--- src/tgc_pkg.sv ---
`timescale 1ns / 1ps

package tgc_pkg;

    localparam int CoordW = 16;
    localparam int TickW  = 16;
    localparam int CountW = 2;
    localparam int KindW  = 3;
    localparam int CfgIdxW = 2;

    localparam logic [CoordW-1:0] NO_COORD = {CoordW{1'b1}};
    localparam logic [TickW-1:0]  TICK_MAX = {TickW{1'b1}};

    // configuration register indexes
    localparam logic [CfgIdxW-1:0] CFG_SLIDE_DISTANCE = 2'd0;
    localparam logic [CfgIdxW-1:0] CFG_HOLD_TICKS     = 2'd1;
    localparam logic [CfgIdxW-1:0] CFG_TAP_TICKS      = 2'd2;

    localparam logic [15:0] SLIDE_DISTANCE_RST = 16'd20;
    localparam logic [15:0] HOLD_TICKS_RST     = 16'd50;
    localparam logic [15:0] TAP_TICKS_RST      = 16'd2;

    // gesture kinds
    localparam logic [KindW-1:0] KIND_NONE  = 3'd0;
    localparam logic [KindW-1:0] KIND_TAP   = 3'd1;
    localparam logic [KindW-1:0] KIND_SWIPE = 3'd2;
    localparam logic [KindW-1:0] KIND_DRAG  = 3'd3;
    localparam logic [KindW-1:0] KIND_DROP  = 3'd4;

    typedef enum logic [2:0] {
        PH_START = 3'd0,
        PH_DOWN  = 3'd1,
        PH_SLIDE = 3'd2,
        PH_HOLD  = 3'd3,
        PH_TWO   = 3'd4
    } phase_t;

    typedef struct packed {
        logic [15:0] slide_distance;
        logic [15:0] hold_ticks;
        logic [15:0] tap_ticks;
    } cfg_t;

    typedef struct packed {
        phase_t             phase;
        logic [TickW-1:0]   down_ticks;
        logic [CoordW-1:0]  prev_x;
        logic [CoordW-1:0]  prev_y;
        logic [CoordW-1:0]  start_x;
        logic [CoordW-1:0]  start_y;
        logic [CoordW-1:0]  end_x;
        logic [CoordW-1:0]  end_y;
        logic [KindW-1:0]   kind;
    } gest_state_t;

    typedef struct packed {
        logic [CountW-1:0]  touch_count;
        logic [CoordW-1:0]  touch_x;
        logic [CoordW-1:0]  touch_y;
    } sample_t;

    localparam gest_state_t STATE_RST = '{
        phase:      PH_START,
        down_ticks: '0,
        prev_x:     NO_COORD,
        prev_y:     NO_COORD,
        start_x:    NO_COORD,
        start_y:    NO_COORD,
        end_x:      NO_COORD,
        end_y:      NO_COORD,
        kind:       KIND_NONE
    };

endpackage

--- src/tgc_step.sv ---
`timescale 1ns / 1ps

// next-state logic of the gesture machine for one sample
module tgc_step
    import tgc_pkg::*;
(
    input  cfg_t        cfg,
    input  gest_state_t cur,
    input  sample_t     smp,
    output gest_state_t nxt,
    output logic        event_flag
);

    logic [CoordW-1:0] cx;
    logic [CoordW-1:0] cy;
    logic              second;
    logic              cur_ok;
    logic              last_ok;
    logic [CoordW-1:0] dx_prev;
    logic [CoordW-1:0] dy_prev;
    logic [CoordW-1:0] dx_start;
    logic [CoordW-1:0] dy_start;
    logic              moved_prev;
    logic              moved_start;
    logic [TickW-1:0]  ticks_base;
    logic [TickW-1:0]  ticks_inc;

    assign cx      = (smp.touch_count != '0) ? smp.touch_x : NO_COORD;
    assign cy      = (smp.touch_count != '0) ? smp.touch_y : NO_COORD;
    assign second  = smp.touch_count[1];
    assign cur_ok  = (cx != NO_COORD) && (cy != NO_COORD);
    assign last_ok = (cur.prev_x != NO_COORD) && (cur.prev_y != NO_COORD);

    assign dx_prev  = (cx > cur.prev_x) ? cx - cur.prev_x : cur.prev_x - cx;
    assign dy_prev  = (cy > cur.prev_y) ? cy - cur.prev_y : cur.prev_y - cy;
    assign dx_start = (cx > cur.start_x) ? cx - cur.start_x : cur.start_x - cx;
    assign dy_start = (cy > cur.start_y) ? cy - cur.start_y : cur.start_y - cy;

    assign moved_prev  = (dx_prev > cfg.slide_distance) || (dy_prev > cfg.slide_distance);
    assign moved_start = (dx_start > cfg.slide_distance) || (dy_start > cfg.slide_distance);

    // a slide clears the counter before the increment
    assign ticks_base = moved_prev ? '0 : cur.down_ticks;
    assign ticks_inc  = (ticks_base == TICK_MAX) ? ticks_base : ticks_base + 1'b1;

    always_comb
    begin
        nxt        = cur;
        event_flag = 1'b0;
        nxt.prev_x = cx;
        nxt.prev_y = cy;
        unique case (cur.phase)
            PH_START:
            begin
                if (cur_ok)
                begin
                    nxt.phase      = second ? PH_TWO : PH_DOWN;
                    nxt.down_ticks = '0;
                    nxt.start_x    = cx;
                    nxt.start_y    = cy;
                end
            end
            PH_DOWN:
            begin
                if (cur_ok)
                begin
                    if (last_ok)
                    begin
                        nxt.down_ticks = ticks_inc;
                        if (moved_prev)
                        begin
                            nxt.start_x = cx;
                            nxt.start_y = cy;
                            nxt.phase   = PH_SLIDE;
                        end
                        if (ticks_inc >= cfg.hold_ticks)
                        begin
                            nxt.start_x    = cx;
                            nxt.start_y    = cy;
                            nxt.phase      = PH_HOLD;
                            nxt.down_ticks = '0;
                            nxt.kind       = KIND_DRAG;
                            event_flag     = 1'b1;
                        end
                    end
                end
                else
                begin
                    if (cur.down_ticks >= cfg.tap_ticks)
                    begin
                        nxt.end_x  = cur.prev_x;
                        nxt.end_y  = cur.prev_y;
                        nxt.kind   = KIND_TAP;
                        event_flag = 1'b1;
                    end
                    nxt.phase      = PH_START;
                    nxt.down_ticks = '0;
                end
            end
            PH_SLIDE:
            begin
                if (!cur_ok || !moved_start)
                begin
                    nxt.end_x      = cur.prev_x;
                    nxt.end_y      = cur.prev_y;
                    nxt.kind       = KIND_SWIPE;
                    event_flag     = 1'b1;
                    nxt.phase      = PH_START;
                    nxt.down_ticks = '0;
                end
            end
            PH_HOLD:
            begin
                if (!cur_ok)
                begin
                    nxt.end_x      = cur.prev_x;
                    nxt.end_y      = cur.prev_y;
                    nxt.kind       = KIND_DROP;
                    event_flag     = 1'b1;
                    nxt.phase      = PH_START;
                    nxt.down_ticks = '0;
                end
            end
            default:
            begin
                // two fingers and any unused code fall back to start
                nxt.phase      = PH_START;
                nxt.down_ticks = '0;
            end
        endcase
    end

endmodule

--- src/touch_gesture_classifier.sv ---
`timescale 1ns / 1ps

// a result is registered when its sample transaction is accepted and offered in the cycle after it
// throughput: one sample per cycle, limited only by the output register being taken
// the output register frees in the same cycle it is read, so back-to-back samples flow
// reset (rst_n low, asynchronous): machine to start, counters cleared, points absent,
// registers to their defaults (slide 20, hold 50, tap 2), output empty
module touch_gesture_classifier
    import tgc_pkg::*;
(
    input  logic                 clk,
    input  logic                 rst_n,

    // configuration write port
    input  logic                 cfg_wr_en,
    input  logic [CfgIdxW-1:0]   cfg_index,
    input  logic [15:0]          cfg_wdata,

    // sample stream
    input  logic                 s_axis_tvalid,
    output logic                 s_axis_tready,
    input  logic [39:0]          s_axis_tdata,   // touch_count[1:0], touch_x[17:2], touch_y[33:18]

    // gesture stream
    output logic                 m_axis_tvalid,
    input  logic                 m_axis_tready,
    output logic [63:0]          m_axis_tdata,   // begin_x, begin_y, finish_x, finish_y
    output logic [3:0]           m_axis_tuser    // gesture_event[0], gesture_kind[3:1]
);

    cfg_t        cfg_reg;
    gest_state_t state_reg;
    gest_state_t state_next;
    sample_t     smp;
    logic        event_next;
    logic        accept;

    logic        out_valid_reg;
    logic [63:0] out_data_reg;
    logic [3:0]  out_user_reg;

    // unpack the sample transaction
    assign smp.touch_count = s_axis_tdata[1:0];
    assign smp.touch_x     = s_axis_tdata[17:2];
    assign smp.touch_y     = s_axis_tdata[33:18];

    // a new sample is taken whenever the result register is empty or being drained
    assign s_axis_tready = !out_valid_reg || m_axis_tready;
    assign accept        = s_axis_tvalid && s_axis_tready;

    tgc_step u_step
    (
        .cfg        (cfg_reg),
        .cur        (state_reg),
        .smp        (smp),
        .nxt        (state_next),
        .event_flag (event_next)
    );

    // configuration registers
    always_ff @(posedge clk or negedge rst_n)
    begin
        if (!rst_n)
        begin
            cfg_reg.slide_distance <= SLIDE_DISTANCE_RST;
            cfg_reg.hold_ticks     <= HOLD_TICKS_RST;
            cfg_reg.tap_ticks      <= TAP_TICKS_RST;
        end
        else if (cfg_wr_en)
        begin
            unique case (cfg_index)
                CFG_SLIDE_DISTANCE: cfg_reg.slide_distance <= cfg_wdata;
                CFG_HOLD_TICKS:     cfg_reg.hold_ticks     <= cfg_wdata;
                CFG_TAP_TICKS:      cfg_reg.tap_ticks      <= cfg_wdata;
                default:            ; // writes beyond the register list are dropped
            endcase
        end
    end

    // gesture state advances once per accepted sample
    always_ff @(posedge clk or negedge rst_n)
    begin
        if (!rst_n)
        begin
            state_reg <= STATE_RST;
        end
        else if (accept)
        begin
            state_reg <= state_next;
        end
    end

    // result register
    always_ff @(posedge clk or negedge rst_n)
    begin
        if (!rst_n)
        begin
            out_valid_reg <= 1'b0;
        end
        else if (accept)
        begin
            out_valid_reg <= 1'b1;
        end
        else if (m_axis_tready)
        begin
            out_valid_reg <= 1'b0;
        end
    end

    // payload needs no reset
    always_ff @(posedge clk)
    begin
        if (accept)
        begin
            out_data_reg <= {state_next.end_y, state_next.end_x,
                             state_next.start_y, state_next.start_x};
            out_user_reg <= {state_next.kind, event_next};
        end
    end

    assign m_axis_tvalid = out_valid_reg;
    assign m_axis_tdata  = out_data_reg;
    assign m_axis_tuser  = out_user_reg;

endmodule

--- config.mk ---
export PLATFORM = sky130hd
export DESIGN_NAME = touch_gesture_classifier
export DESIGN_NICKNAME = d
export VERILOG_FILES = /design/src/tgc_pkg.sv /design/src/tgc_step.sv /design/src/touch_gesture_classifier.sv
export SDC_FILE = /design/constraint.sdc
export NUM_CORES = 1
export LEC_CHECK = 0
export ABC_AREA = 1
export BUFFER_PORTS_ARGS = -buffer_cell sky130_fd_sc_hd__buf_4
export CAP_MARGIN = 20
export CORE_MARGIN = 4
export CORE_UTILIZATION = 45
export DETAILED_ROUTE_END_ITERATION = 12
export SLEW_MARGIN = 10
export SYNTH_ARGS = -nofsm -noshare
export SYNTH_HDL_FRONTEND = slang
export SYNTH_HIERARCHICAL = 1
export SYNTH_SLANG_ARGS = --single-unit
--- constraint.sdc ---
create_clock -name clk -period 11.8 [get_ports clk]
set_clock_uncertainty 0.2 [all_clocks]
set_input_delay 0.59 -clock clk [delete_from_list [all_inputs] [get_ports clk]]
set_output_delay 0.59 -clock clk [all_outputs]
set_load 0.01 [all_outputs]
# Word-level counts from Yosys, hierarchy flattened
# Index checks and enable logic that the tools add are counted.
dict set report word_totals {
  ff_bits 235
  in_bits 63
}
dict set report classes {
  addsub 9
  magnitude_cmp 10
  eq_ne 15
  muxes 40
  n_reduce_logical 19
}
# cell n
set ops {}
lappend ops {{32-bit 2-to-1 mux} 6}
lappend ops {{16-bit > comparator} 8}
lappend ops {{16-bit 2-to-1 mux} 8}
lappend ops {{16-bit subtractor} 8}
lappend ops {{19-bit 2-to-1 mux} 6}
lappend ops {{35-bit 2-to-1 mux} 3}
lappend ops {{35-bit one-hot mux with 3 select lines} 1}
lappend ops {{19-bit one-hot mux with 4 select lines} 1}
lappend ops {{16-bit != test, second input constant} 4}
lappend ops {{32-bit one-hot mux with 2 select lines} 1}
lappend ops {{16-bit >= comparator} 2}
lappend ops {{16-bit by 1-bit adder with 16-bit output, second input constant} 1}
lappend ops {{16-bit == test, second input constant} 1}
lappend ops {{3-bit 2-to-1 mux} 5}
lappend ops {{1-bit 2-to-1 mux} 8}
lappend ops {{3-bit by 2-bit == test with 1-bit output, second input constant} 2}
lappend ops {{2-bit AND reduction} 3}
lappend ops {{6-bit AND reduction} 1}
lappend ops {{5-bit AND reduction} 1}
lappend ops {{1-bit logical OR} 4}
lappend ops {{2-bit by 1-bit != test with 1-bit output, second input constant} 2}
lappend ops {{4-bit != test, second input constant} 1}
lappend ops {{2-bit nonzero test} 2}
lappend ops {{3-bit by 1-bit == test with 1-bit output, second input constant} 1}
lappend ops {{9 further kinds} 13}

# Depth between registers and ports, before layout
# Gate-level depths: netlist of the first run.
dict set report depth {
  word_depth 14
  mapped_depth 57
}

# By module
# The synthesis of the first run kept the hierarchy.
# module instances cells_each area_each_um2
set by_module_without_submodules {}
lappend by_module_without_submodules {tgc_step 1 2230 12738.5}
lappend by_module_without_submodules {touch_gesture_classifier 1 799 8942.3}

# Worst setup path after synthesis of the first run
# No wires, ideal clock.
dict set report synth_path {
  path_kind {input to register}
  startpoint {in s_axis_tdata[0]}
  endpoint {reg out_data_reg[1] (netlist: m_axis_tdata[1]) (data pin)}
  setup_time_ns 0.276
  arrival_time_ns 6.485
  required_time_ns 11.324
  setup_slack_ns 4.840
  path_stages 45
  n_path_buf 4
  cell_sequence {nor2_4 > buf_4 > nor2_1 > ha_1 > fa_1 > o21ai_0 > a21oi_1 > o21ai_0 > nand2_1 > nand2_1 > nand2_1 > buf_4 > o21ai_0 > a21oi_1 > xor2_1 > inv_1 > ha_1 > nand2_1 > (+9 left out) > nor2_1 > nand2_1 > buf_2 > nand2_1 > ha_1 > nand2_1 > inv_1 > nand3_1 > inv_1 > a21oi_1 > nand3_1 > nand2_1 > nand2_1 > clkbuf_1 > a21oi_1 > o21ai_0 > nand3_1 > o211ai_1}
}
# item line
set synth_lines {}
lappend synth_lines {{start, declared} touch_gesture_classifier.sv:22} ;# input logic [39:0] s_axis_tdata,
lappend synth_lines {{end signal, assigned} touch_gesture_classifier.sv:115} ;# out_data_reg <= {state_next.end_y, state_next.end_x,
lappend synth_lines {{end, declared} touch_gesture_classifier.sv:39} ;# logic [63:0] out_data_reg;

==> results.txt, run 1 <==
The number of nets in the synthesized netlist came out at 3323. Clock tree synthesis selected as its root buffer the cell clkbuf_16. The share of cells above drive strength 1 is 0.115. The count of endpoints failing setup in the final report came out at 0. Clock tree synthesis inserted a total of 29 buffers. The number of detailed-route iterations in the first pass is 6. In the final routed layout, each cell accounts on average for about 21 µm. The sequential element share of the synthesized area came out at 0.293. The HPWL after detailed placement is roughly 58000 µm.

Entering global routing, the biggest net connects around 120 pins. The accumulated negative setup slack came out at 0 ps. The placeable core region is 47600 µm². The maximum cell stage delay along the critical path is 590 ps. Setup repair after global routing left no endpoint under its margin. During synthesis, Yosys emitted a total of 6 warnings. The final count of pins violating max slew is 0. The layout-stage area growth over the synthesis result is 10.6%. Yosys mapped the design onto 59 distinct sky130hd cell types. The startpoint identified for the worst register-to-register timing path is state_reg[69]$_DFFE_PN1P_.

The share of Yosys cell area claimed by the top area cell type is 0.136. The post-synth design cell area is approximately 22000 µm². The minimum clock period came out at 9530 ps. The register clock-pin slew on the reported worst setup and hold paths came out at about 60 ps. In this run the vertical extent of the chip is 228 µm. The CTS H-tree depth is 1. The effective utilization at floorplan is 0.455. By area the synthesized netlist is led by nand2_1 (14%), ha_1 (13%), dfstp_2 (12%). The via count of the first global-routing pass came out at 20600. The setup slack of the most critical reg-to-reg path came out at 2760 ps. The required time of the worst setup path is 11840 ps. The multi-input combinational cells in the finished layout cover a total of about 13000 µm². In the layout the commonest cells are nand2_1 (784), inv_1 (379), nand3_1 (284). Routed signal wires occupy layers up through met4. The register with the most flip-flops in the layout has 118 of them. Port buffering added approximately 130 buffers. Among all stages on the critical path, the largest delay is contributed by nor2_4.

After global routing the overflow that remains totals 0. Routability-driven placement finished with a final weighted congestion of 0.949. The total global routing track utilization came out at 0.292.

Summing all flip-flop and latch instances after layout gives 6350 µm². The critical path is of the in2reg type. Summed over all nets, wire length on met3 after detailed routing comes to 5570 µm. The worst min-delay path category is in2reg.

Summed over all cells, the static leakage comes to 11.8 nW. The biggest area contributor in the post-synthesis netlist is nand2_1. STA classifies the critical path startpoint as a primary input. The final hold violation count is 0. The number of inserted filler cells in the final layout came out at around 4800. The initialized floorplan defines 80 standard-cell rows. The total clock sinks is 235. The clock latency on the worst-skew pair is between 500 and 600 ps.

The most frequent standard cell in the layout excluding fill and tap cells is nand2_1. The fraction of registers with async set/reset came out at 0.711. The highest ir drop seen on vdd came out at 0.198 mV.

The area of the die is 51800 µm². The number of standard cells after synthesis came out at between 3000 and 4000. In the routed design, unresolved DRC markers number 0. The routed metal-1 wire length came out at 34400 µm. The worst setup path startpoint is s_axis_tdata[0]. The total setup buffers inserted after CTS came out at 0.

In the final design database the tool counted 3390 nets. Using the TritonRoute via totals, the vias-per-cell ratio works out to 5.79. The achievable frequency came out at around 0.10 GHz. The total power divided by cell area came out at ~250 nW/µm². The largest driver fanout on the critical path came out at 26.

The most used flip-flop cell after synthesis is dfstp_2. The number of antenna violations at the first check in global routing is 0. The boundary pin count came out at 133. The final worst-path cycle share is 0.807. The met2 wirelength from detailed routing came out at 35500 µm. At the worst endpoint, the arrival time is between 9000 and 10000 ps. The violation count after the first detailed-route iteration is 2221. The kind of end point of the critical path is a register. The hold slack came out at 81.7 ps. The startpoint identified for the worst hold timing path is cfg_wdata[1]. Max-cap violations in this run came to 0.

The run finished with clean final reports. Counting flops with a built-in enable in the synthesized netlist gives 68. The number of antenna diodes in the final layout is 0. The synthesized area divided by synthesized cell count is 7.16 µm². Counting flops and latches in the post-synthesis netlist gives 235. The width of the die is 228 µm. For the pin with the worst max-slew slack, the measured transition is 1180 ps.

The core utilization of the finished layout is 0.503. After detailed routing, the total wire length is 77500 µm. The CTS tree is built. In this design, the critical path's most frequently occurring cell is nand2_1. The worst slew margin relative to its limit came out at 0.215. The count of nets left with antenna violations once routing finished came out at 0. The maximum buffer depth of the clock tree is 3. The overall via count from detail_route came out at 21600. The first global-routing pass estimated ~120000 µm of wire.
worst paths after layout:
| path | endpoint | cells after the start |
|---|---|---|
| worst max-delay path | m_axis_tdata[14]$_DFFE_PP_ | 47 |
| worst min-delay path | cfg_reg[1]$_DFFE_PN1P_ | 3 |
| worst max register to register | m_axis_tdata[14]$_DFFE_PP_ | 43 |
| worst min register to register | cfg_reg[1]$_DFFE_PN1P_ | 2 |
| max in group asynchronous | cfg_reg[43]$_DFFE_PN0P_ | 3 |
| min in group asynchronous | m_axis_tvalid$_DFFE_PN0P_ | 2 |
per-stage QoR:
stage | cell area, µm² | setup WS, ps | instances | total power, W
final | 24000 | 2270 | 3733 | 0.00597
after global routing | 24000 | 1450 | 3733 | 0.00649
after floorplan | 21700 | 4840 | 3029 | 0.00392
after CTS | 24000 | 2400 | 3733 | 0.00594
after detailed placement | 23000 | 1820 | 3679 | 0.00497
after global placement | 23000 | 1850 | 3679 | 0.00488
cell usage after synthesis, types with 8 or more instances:
cell        n
a21oi_1   222
fa_1        8
nand4_1    93
nand3_1   284
o21bai_1   13
a22oi_1    33
o21ai_1    38
mux2i_1    19
a21o_1      8
o21ai_0   139
buf_2      61
buf_6      16
o211ai_1   76
xnor2_1    16
clkbuf_1   33
nor3_1     17
edfxtp_1   68
nand2_1   786
ha_1      223
mux2_2     12
inv_1     379
nor4_1     16
dfstp_2   102
nor2_1    158
dfrtp_1    65
buf_4      18
xor2_1     54
final cells by class:
| type | count | share of cell area |
|---|---|---|
| sequential | 235 | 0.265 |
| inverter | 388 | 0.0610 |
| clock buffer | 38 | 0.0329 |
| timing repair buffer | 167 | 0.0531 |
| clock inverter | 15 | 0.00746 |
| tap | 615 | 0.0321 |
| multi-input combinational | 2275 | 0.549 |
cells by family (layout without fill, tap and decap cells):
family | Yosys count | count (layout) | share of synthesized area
AO/OA/AOI/OAI | 569 | 569 | 0.152
XOR/XNOR | 70 | 70 | 0.0283
adder cells (fa/ha/maj) | 231 | 231 | 0.136
buffers and inverters | 519 | 608 | 0.103
flip-flops | 235 | 235 | 0.293
multiplexers | 32 | 32 | 0.0155
AND/OR/NAND/NOR | 1373 | 1373 | 0.272
where the power goes:
group | leakage (nW) | internal [W] | switching [W]
Combinational | 8.75 | 0.00125 | 0.00237
Clock | 0.477 | 0.000555 | 0.000379
Sequential | 2.57 | 0.00123 | 0.000191
layer usage:
metal,global-route usage,up-vias
li1,-,10300
met1,0.408,10300
met2,0.476,824
met3,0.0435,116
met4,0.0748,0
met5,0,-
worst max-delay path, delay by kind of cell:
family / cells / cell delay [ps]
AO/OA/AOI/OAI: 11 / 1670
XOR/XNOR: 1 / 230
adder cells (fa/ha/maj): 4 / 1190
buffers and inverters: 8 / 1420
AND/OR/NAND/NOR: 23 / 4420
what timing repair did:
item,CTS,global route
endpoints found under the hold margin,3,0
hold buffers,1,0
resized for setup,0,0
(Power assumes the default switching activity.)
==> run 2: changes to the inputs <==
ABC_AREA = 0   (was 1)
clock period = 8 ns   (was 11.8 ns; I/O delays follow)
==> run 2 against run 1 <==
The flow now finishes with violations (setup timing); critical path type unchanged; highest routed layer is now met5; count of clock-buffer cells in the layout is 7 higher; register-to-register slack worse by 3000 ps; setup slack worse by 2500 ps.
==> results.txt, run 2 <==
The area taken by flip-flops and latches came out at 6350 µm² (unchanged). The type of the worst setup path is in2reg (unchanged). The effective utilization at floorplan is 0.458 (was 0.455). The arithmetic-cell share of the synthesized area counting full adders, half adders and majority gates came out at 0.153 (was 0.136). The total clock sinks came out at 235 (unchanged). The placeable core region was 42100 µm² (was 47600 µm²).

The multiplexer fraction of the synthesized cell area came out at 0.169 (was 0.0155). The achievable frequency is roughly 0.12 GHz. The post-synthesis xor/xnor area fraction was 0.0295 (was 0.0283). The number of flip-flops under the largest register name is 118 (unchanged). The most repeated library cell on the critical path is buf_4 (was nand2_1).

The register clock-pin slew on the reported worst setup and hold paths is 60 ps (about the same). The number of antenna violations at the first check in global routing is 1 (was 0). The non-filler instance count after layout was 2859 (was 3733). The dominant combinational cell family by area after synthesis is multiplexers (was simple AND/OR/NAND/NOR gates). The checks that failed: setup timing. The routed wire length is 59800 µm (was 77500 µm). The largest driver fanout on the critical path came to 15 (was 26). The most used standard cell by instance count after synthesis is ha_1 (was nand2_1).

The overall via count from detail_route came out at 16100 (was 21600). The via count normalized by instance count is 5.64 (was 5.79). The maximum cell stage delay along the critical path came out at 430 ps (was 590 ps). The final count of pins violating max slew came to 0 (unchanged). The net total in the final layout is 2593 (was 3390).

The synthesized area divided by synthesized cell count is 10.3 µm² (was 7.16 µm²). The highest ir drop seen on vdd came out at 0.198 mV (about the same). RSZ-0062 raised after global routing: yes (was no).

The power dissipated by switching net loads came out at 0.00350 W (was 0.00294 W). The number of standard cells after synthesis came to 1873 (was 3029). The accumulated negative setup slack is -8000 ps (was 0 ps). The number of instances in the placed design was 2747 (was 3679). The sequential element share of the synthesized area is 0.329 (was 0.293). The share of Yosys cell area claimed by the top area cell type is 0.145 (was 0.136). The count of endpoints failing setup in the final report is 75 (was 0). The worst slew margin relative to its limit came to 0.251 (was 0.215).

The pin count of the biggest net entering global routing came out at 63 (was 121). The HPWL after detailed placement is 45100 µm (was 58000 µm). Run status: finished with violations (was completed).

The top cell family by delay on the critical path is compound AO/OA/AOI/OAI gates (was simple AND/OR/NAND/NOR gates). The CTS H-tree depth came out at 1 (unchanged). The number of distinct library cells after synthesis is 89 (was 59). The worst path buffer plus inverter count is 11 (was 8). The final antenna diode count is 0 (unchanged). Most used cells in the layout excluding fill and tap cells: buf_4 (433), ha_1 (208), inv_1 (168) (was nand2_1 (784), inv_1 (379), nand3_1 (284)). The minimum clock period came out at 8210 ps. The post-place instance area is 22700 µm² (was 23000 µm²). The area fraction in compound gates after synthesis is 0.144 (was 0.152). The maximum buffer depth of the clock tree came out at 3 (unchanged). The boundary pin count came out at 133 (unchanged). The slew at the pin with the worst max-slew slack is 1110 ps (was 1180 ps). The synthesis-stage register bit count was 235 (unchanged). The hold slack is 38.2 ps (was 81.7 ps). The worst min-delay path category is in2reg (unchanged). The kind of end point of the critical path is a register (unchanged). The width of the die came to 215 µm (was 228 µm). The part of the total power dissipated in the clock network came out at 0.143 (was 0.156).

The number of inserted filler cells in the final layout is 3614 (was 4772). The number of synthesized flops with an enable pin came out at 68 (unchanged). The total leakage power is 11.7 nW (was 11.8 nW). The first-pass GRT wire length is 92100 µm (was 119000 µm).

The final hold violation count is 0 (unchanged). The count of yosys warnings during synthesis is 6 (unchanged). The total global routing track utilization was 0.248 (was 0.292). The number of CTS-inserted buffers is 28 (was 29). The cell type contributing the most total cell area after synthesis is ha_1 (was nand2_1). The final worst-path cycle share came out at 1.03.

The internal portion of total power was 0.00506 W (was 0.00304 W). The worst-path cell with the longest stage delay is a2111oi_4 (was nor2_4). The clock latency on the worst-skew pair came out at 580 ps (about the same). The most frequent standard cell in the layout excluding fill and tap cells was buf_4 (was nand2_1). The max-capacitance violation count was 0 (unchanged).

The share of total power in sequential cells was 0.238 (about the same). The required time of the worst setup path is 8300 ps (was 11840 ps). The dominant register cell in the synthesized netlist is dfstp_2 (unchanged).

The switching part of the total power was 0.409 (was 0.492). The final weighted congestion in routability-driven placement is 0.925 (was 0.949). The combinational power share is 0.619 (was 0.606). The global route total overflow came out at 0 (unchanged). The number of nets in the synthesized netlist is 2167 (was 3323). The post-synth design cell area is 19300 µm² (was 21700 µm²).

The sort of element at the start of the critical path is a primary input (unchanged). Synth area leaders: ha_1 (14%), dfstp_2 (14%), edfxtp_1 (11%) (was nand2_1 (14%), ha_1 (13%), dfstp_2 (12%)). The number of remaining DRC errors is 0 (unchanged).

The worst setup slack after layout came out at -211 ps (was 2270 ps). The via count of the first global-routing pass is 16300 (was 20600). The total power divided by cell area came to 343 nW/µm² (was 249 nW/µm²). The fraction of registers with async set/reset is 0.711 (unchanged).

The CTS tree was built (unchanged). The final antenna-violating net count is 0 (unchanged). The number of I/O port buffers is 126 (unchanged). Most frequent cells after synthesis: ha_1 (223), inv_1 (172), a21oi_1 (120), mux2_2 (112), dfstp_2 (102) (was nand2_1 (786), inv_1 (379), nand3_1 (284), ha_1 (223), a21oi_1 (222)). The share of cells above drive strength 1 came out at 0.422 (was 0.115). The minimum setup slack after placement is -1060 ps (was 1820 ps). The area of the die came out at 46300 µm² (was 51800 µm²). The number of rows in the core area came out at 75 (was 80). The number of detailed-route iterations in the first pass came out at 6 (unchanged). The setup slack of the most critical reg-to-reg path came to -200 ps (was 2760 ps). The y dimension of the die is 215 µm (was 228 µm). The violation count after the first detailed-route iteration is 986 (was 2221).

The average wire per cell in the routed design is 20.9 µm (was 20.8 µm). The layout-stage area growth over the synthesis result came out at 29.3% (was 10.6%). The clock tree root driver cell is clkbuf_16 (unchanged).

The cell area after layout came out at 25000 µm² (was 24000 µm²). The total area of multi-input combinational cells came out at 12700 µm² (was 13200 µm²). The data arrival at the endpoint of the critical path is 8510 ps (was 9570 ps). The simple-gate share of the synthesized area is 0.112 (was 0.272).
[run 2: worst reg2reg max path, delay by kind of cell, from the launching register on]
kind / cells / cell delay [ps]
compound gates: 12 / 2530
xor+xnor: 1 / 160
fa+ha+maj: 4 / 980
buf+inv: 10 / 1290
flops: 1 / 540
mux: 2 / 440
simple gates: 12 / 2000
[run 2: final cells by class]
cell class | instances | share of cell area
multi-input combinational | 1390 | 0.508
timing repair buffer | 472 | 0.150
tap | 539 | 0.0270
inverter | 172 | 0.0260
clock inverter | 6 | 0.00261
sequential | 235 | 0.254
clock buffer | 45 | 0.0322
[run 2: path summary, 6_finish.rpt]
check / startpoint / endpoint / cells past startpoint
min reg2reg: cfg_reg[10]$_DFFE_PN0P_ / cfg_reg[10]$_DFFE_PN0P_ / 1
min in group asynchronous: rst_n / cfg_reg[39]$_DFFE_PN0P_ / 2
max in group asynchronous: rst_n / m_axis_tvalid$_DFFE_PN0P_ / 3
max reg2reg: state_reg[92]$_DFFE_PN1P_ / state_reg[45]$_DFFE_PN1P_ / 41
max: s_axis_tdata[1] / state_reg[45]$_DFFE_PN1P_ / 44
min: m_axis_tready / m_axis_tvalid$_DFFE_PN0P_ / 3
[run 2: repair_timing]
action | in CTS | in global routing
cloned | 1 | 2
hold buffers | 18 | 0
hold endpoints to repair | 70 | 0
buffers inserted | 30 | 13
setup endpoints to repair | 89 | 89
gates resized for setup | 86 | 91
pin swaps | 57 | 32
[run 2: kinds of logic (layout without fill, tap and decap cells)]
| family | after synthesis | count (layout) |
|---|---|---|
| AOI/OAI and AO/OA | 423 | 423 |
| xor gates and xnor gates | 65 | 65 |
| adders and majority gates | 231 | 231 |
| buffers and inverters | 250 | 695 |
| DFF | 235 | 235 |
| muxes | 262 | 262 |
| and+or+nand+nor | 407 | 409 |
[run 2: stage by stage]
stage / util / total power (W)
global placement: 0.540 / 0.00675
detailed placement: 0.540 / 0.00688
CTS: 0.580 / 0.00838
floorplan: - / 0.00541
global route: 0.592 / 0.00915
finish: 0.592 / 0.00856
[run 2: metal layers]
layer	global-route usage	part of all wire	up-vias
met4	0.0659	0.031	2
met1	0.339	0.45	7940
met3	0.0469	0.062	106
li1	-	-	7629
met2	0.404	0.46	449
met5	0	0.00012	-
[run 2: power groups by stage]
stage                     Clock, W  Combinational [W]  Sequential [W]
final                      0.00123            0.00530         0.00203
after global placement           0            0.00472         0.00203
after global routing       0.00132            0.00575         0.00208
after floorplan                  0            0.00338         0.00203
after CTS                  0.00127            0.00508         0.00203
after detailed placement         0            0.00484         0.00204
==> run 3: changes to the inputs <==
RECOVER_POWER = 100   (was not set)
SKIP_CTS_REPAIR_TIMING = 1   (was not set)
==> run 3 against run 2 <==
The flow finishes with violations (capacitance limit, slew limit, setup timing); first-iteration DRC count is 13% higher; final cell count is 0.59% lower; sequential share of layout area is 0.52 points higher; setup slack worse by 71 ps; hold slack better by 34 ps; fmax is 0.85% lower; die area stayed put; wire length hardly changed; flip-flop and latch count stayed put; cell area is 2.0% lower; total power is 1.0% lower; largest cell class unchanged; largest power group unchanged; highest routed layer is now met4.
==> results.txt, run 3 (synthesis results as in run 2) <==
Run status: finished with violations (unchanged). Failing checks: capacitance limit, slew limit, setup timing (was setup timing). The core utilization of the finished layout is 0.580 (was 0.592).

The final weighted congestion in routability-driven placement is 0.925 (unchanged). The final hold violation count came out at 0 (unchanged). The max-capacitance violation count is 5 (was 0).

The switching part of the total power is 0.414 (was 0.409). The share of total power in sequential cells came out at 0.240 (was 0.238). The minimum setup slack after placement came out at -1060 ps (unchanged).

The power dissipated by switching net loads came to 0.00351 W (was 0.00350 W). The total clock sinks is 235 (unchanged). The area of the die came out at 46300 µm² (unchanged). The y dimension of the die came out at 215 µm (unchanged). The most frequent standard cell in the layout excluding fill and tap cells is buf_4 (unchanged).

The placeable core region is 42100 µm² (unchanged). RSZ-0062 raised after global routing: yes (unchanged). The maximum buffer depth of the clock tree is 3 (unchanged).

The number of I/O port buffers is 126 (unchanged). The register clock-pin slew on the reported worst setup and hold paths came out at 60 ps (about the same). The global route total overflow came out at 0 (unchanged).

The kind of end point of the critical path is a register (unchanged). The type of the worst setup path is reg2reg (was in2reg). The achievable frequency is 0.121 GHz (was 0.122 GHz). The count of endpoints failing setup in the final report came out at 78 (was 75). The final worst-path cycle share is 1.04 (was 1.03). The clock tree root driver cell is clkbuf_16 (unchanged). The worst setup slack after layout was -282 ps (was -211 ps). The net total in the final layout came to 2576 (was 2593). The routed wire length is 59800 µm (about the same). The total leakage power came out at 11.3 nW (was 11.7 nW).

The share of cells above drive strength 1 came out at 0.371 (was 0.422). The area taken by flip-flops and latches came to 6350 µm² (unchanged). The final count of pins violating max slew came out at 219 (was 0). The layout-stage area growth over the synthesis result is 26.7% (was 29.3%).

The highest ir drop seen on vdd is 0.202 mV (was 0.198 mV). The final antenna diode count was 0 (unchanged). The number of flip-flops under the largest register name came to 118 (unchanged). The number of CTS-inserted buffers came out at 28 (unchanged).

The clock latency on the worst-skew pair is 580 ps (about the same). The first-pass GRT wire length came out at 90400 µm (was 92100 µm). The effective utilization at floorplan is 0.458 (unchanged). The worst-path cell with the longest stage delay is or4_4 (was a2111oi_4). The slew at the pin with the worst max-slew slack is 3770 ps (was 1110 ps).

The worst slew margin relative to its limit is -1.51 (was 0.251). The violation count after the first detailed-route iteration is 1113 (was 986). The total global routing track utilization came to 0.243 (was 0.248). The overall via count from detail_route is 16100 (about the same).

The via count normalized by instance count came out at 5.66 (was 5.64). The CTS H-tree depth came to 1 (unchanged). The width of the die is 215 µm (unchanged). The sort of element at the start of the critical path is a register (was primary input). The average wire per cell in the routed design was 21.0 µm (was 20.9 µm). The HPWL after detailed placement is 45100 µm (unchanged). The total area of multi-input combinational cells came to 12600 µm² (was 12700 µm²). The worst min-delay path category was in2reg (unchanged). The required time of the worst setup path is 8300 ps (about the same). The final antenna-violating net count came out at 0 (unchanged). The pin count of the biggest net entering global routing came out at 63 (unchanged). The part of the total power dissipated in the clock network came to 0.145 (was 0.143). The minimum clock period came out at 8280 ps (was 8210 ps). The via count of the first global-routing pass came out at 15900 (was 16300). The number of rows in the core area came out at 75 (unchanged).

The number of antenna violations at the first check in global routing is 0 (was 1). The combinational power share is 0.615 (was 0.619). The CTS tree is built (unchanged). The maximum cell stage delay along the critical path came out at 560 ps (was 430 ps). The largest driver fanout on the critical path came to 8 (was 15). The number of detailed-route iterations in the first pass was 5 (was 6). Most used cells in the layout excluding fill and tap cells: buf_4 (344), ha_1 (211), inv_1 (168) (was buf_4 (433), ha_1 (208), inv_1 (168)). The number of inserted filler cells in the final layout came out at 3694 (was 3614). The data arrival at the endpoint of the critical path came to 8580 ps (was 8510 ps). The number of remaining DRC errors is 0 (unchanged). The boundary pin count came out at 133 (unchanged).

The internal portion of total power is 0.00496 W (was 0.00506 W). The total power divided by cell area is 346 nW/µm² (was 343 nW/µm²).
[run 3: cell count changes in the layout (fill, tap and decap cells not counted), sizes merged]
cell / before / now
clkbuf: 45 / 121
buf: 454 / 361
[run 3: final cells by class]
cell class,instances,area share
multi-input combinational,1390,0.515
sequential,235,0.260
timing repair buffer,455,0.136
clock buffer,45,0.0329
tap,539,0.0276
inverter,172,0.0265
clock inverter,6,0.00266
[run 3: final timing paths]
| path | startpoint | endpoint | slack, ps | cells past startpoint |
|---|---|---|---|---|
| setup / recovery | state_reg[92]$_DFFE_PN1P_ | state_reg[50]$_DFFE_PN1P_ | -280 | 33 |
| hold / removal | m_axis_tready | m_axis_tvalid$_DFFE_PN0P_ | 70 | 3 |
| setup reg to reg | state_reg[92]$_DFFE_PN1P_ | state_reg[50]$_DFFE_PN1P_ | -280 | 33 |
| hold reg to reg | cfg_reg[10]$_DFFE_PN0P_ | cfg_reg[10]$_DFFE_PN0P_ | 300 | 1 |
| max in group asynchronous | rst_n | m_axis_tvalid$_DFFE_PN0P_ | 1600 | 3 |
| min in group asynchronous | rst_n | cfg_reg[39]$_DFFE_PN0P_ | 1530 | 2 |
[run 3: power by group through the flow]
stage	clock network, W	registers, W	logic (W)
floorplan	0	0.00203	0.00338
global placement	0	0.00203	0.00472
detailed placement	0	0.00204	0.00484
CTS	0.00127	0.00203	0.00487
global route	0.00132	0.00208	0.00566
finish	0.00123	0.00203	0.00521
[run 3: critical path, delay by kind of cell (launching register included)]
kind,cells,cell delay (ps)
muxes,3,920
adders and majority gates,4,940
buffers and inverters,3,370
xor gates and xnor gates,1,160
DFF,1,540
and+or+nand+nor,11,2830
AOI/OAI and AO/OA,11,2220
[run 3: routing by layer]
| layer | global-route usage | part of all wire |
|---|---|---|
| met5 | 0 | 0 |
| met3 | 0.0388 | 0.057 |
| met1 | 0.340 | 0.45 |
| met2 | 0.399 | 0.47 |
| met4 | 0.0526 | 0.023 |
[run 3: through the flow]
stage	hold slack (ps)	power (W)	std cells	setup TNS, ps	instance area (µm²)
2_1_floorplan	-95.6	0.00541	1873	-67760	19600
3_3_place_gp	273	0.00675	2747	-68950	22700
3_5_place_dp	276	0.00688	2747	-82790	22700
4_1_cts	-344	0.00817	2798	-36710	23600
5_1_grt	69.6	0.00906	2842	-39030	24500
6_report	72.7	0.00847	2842	-14340	24500
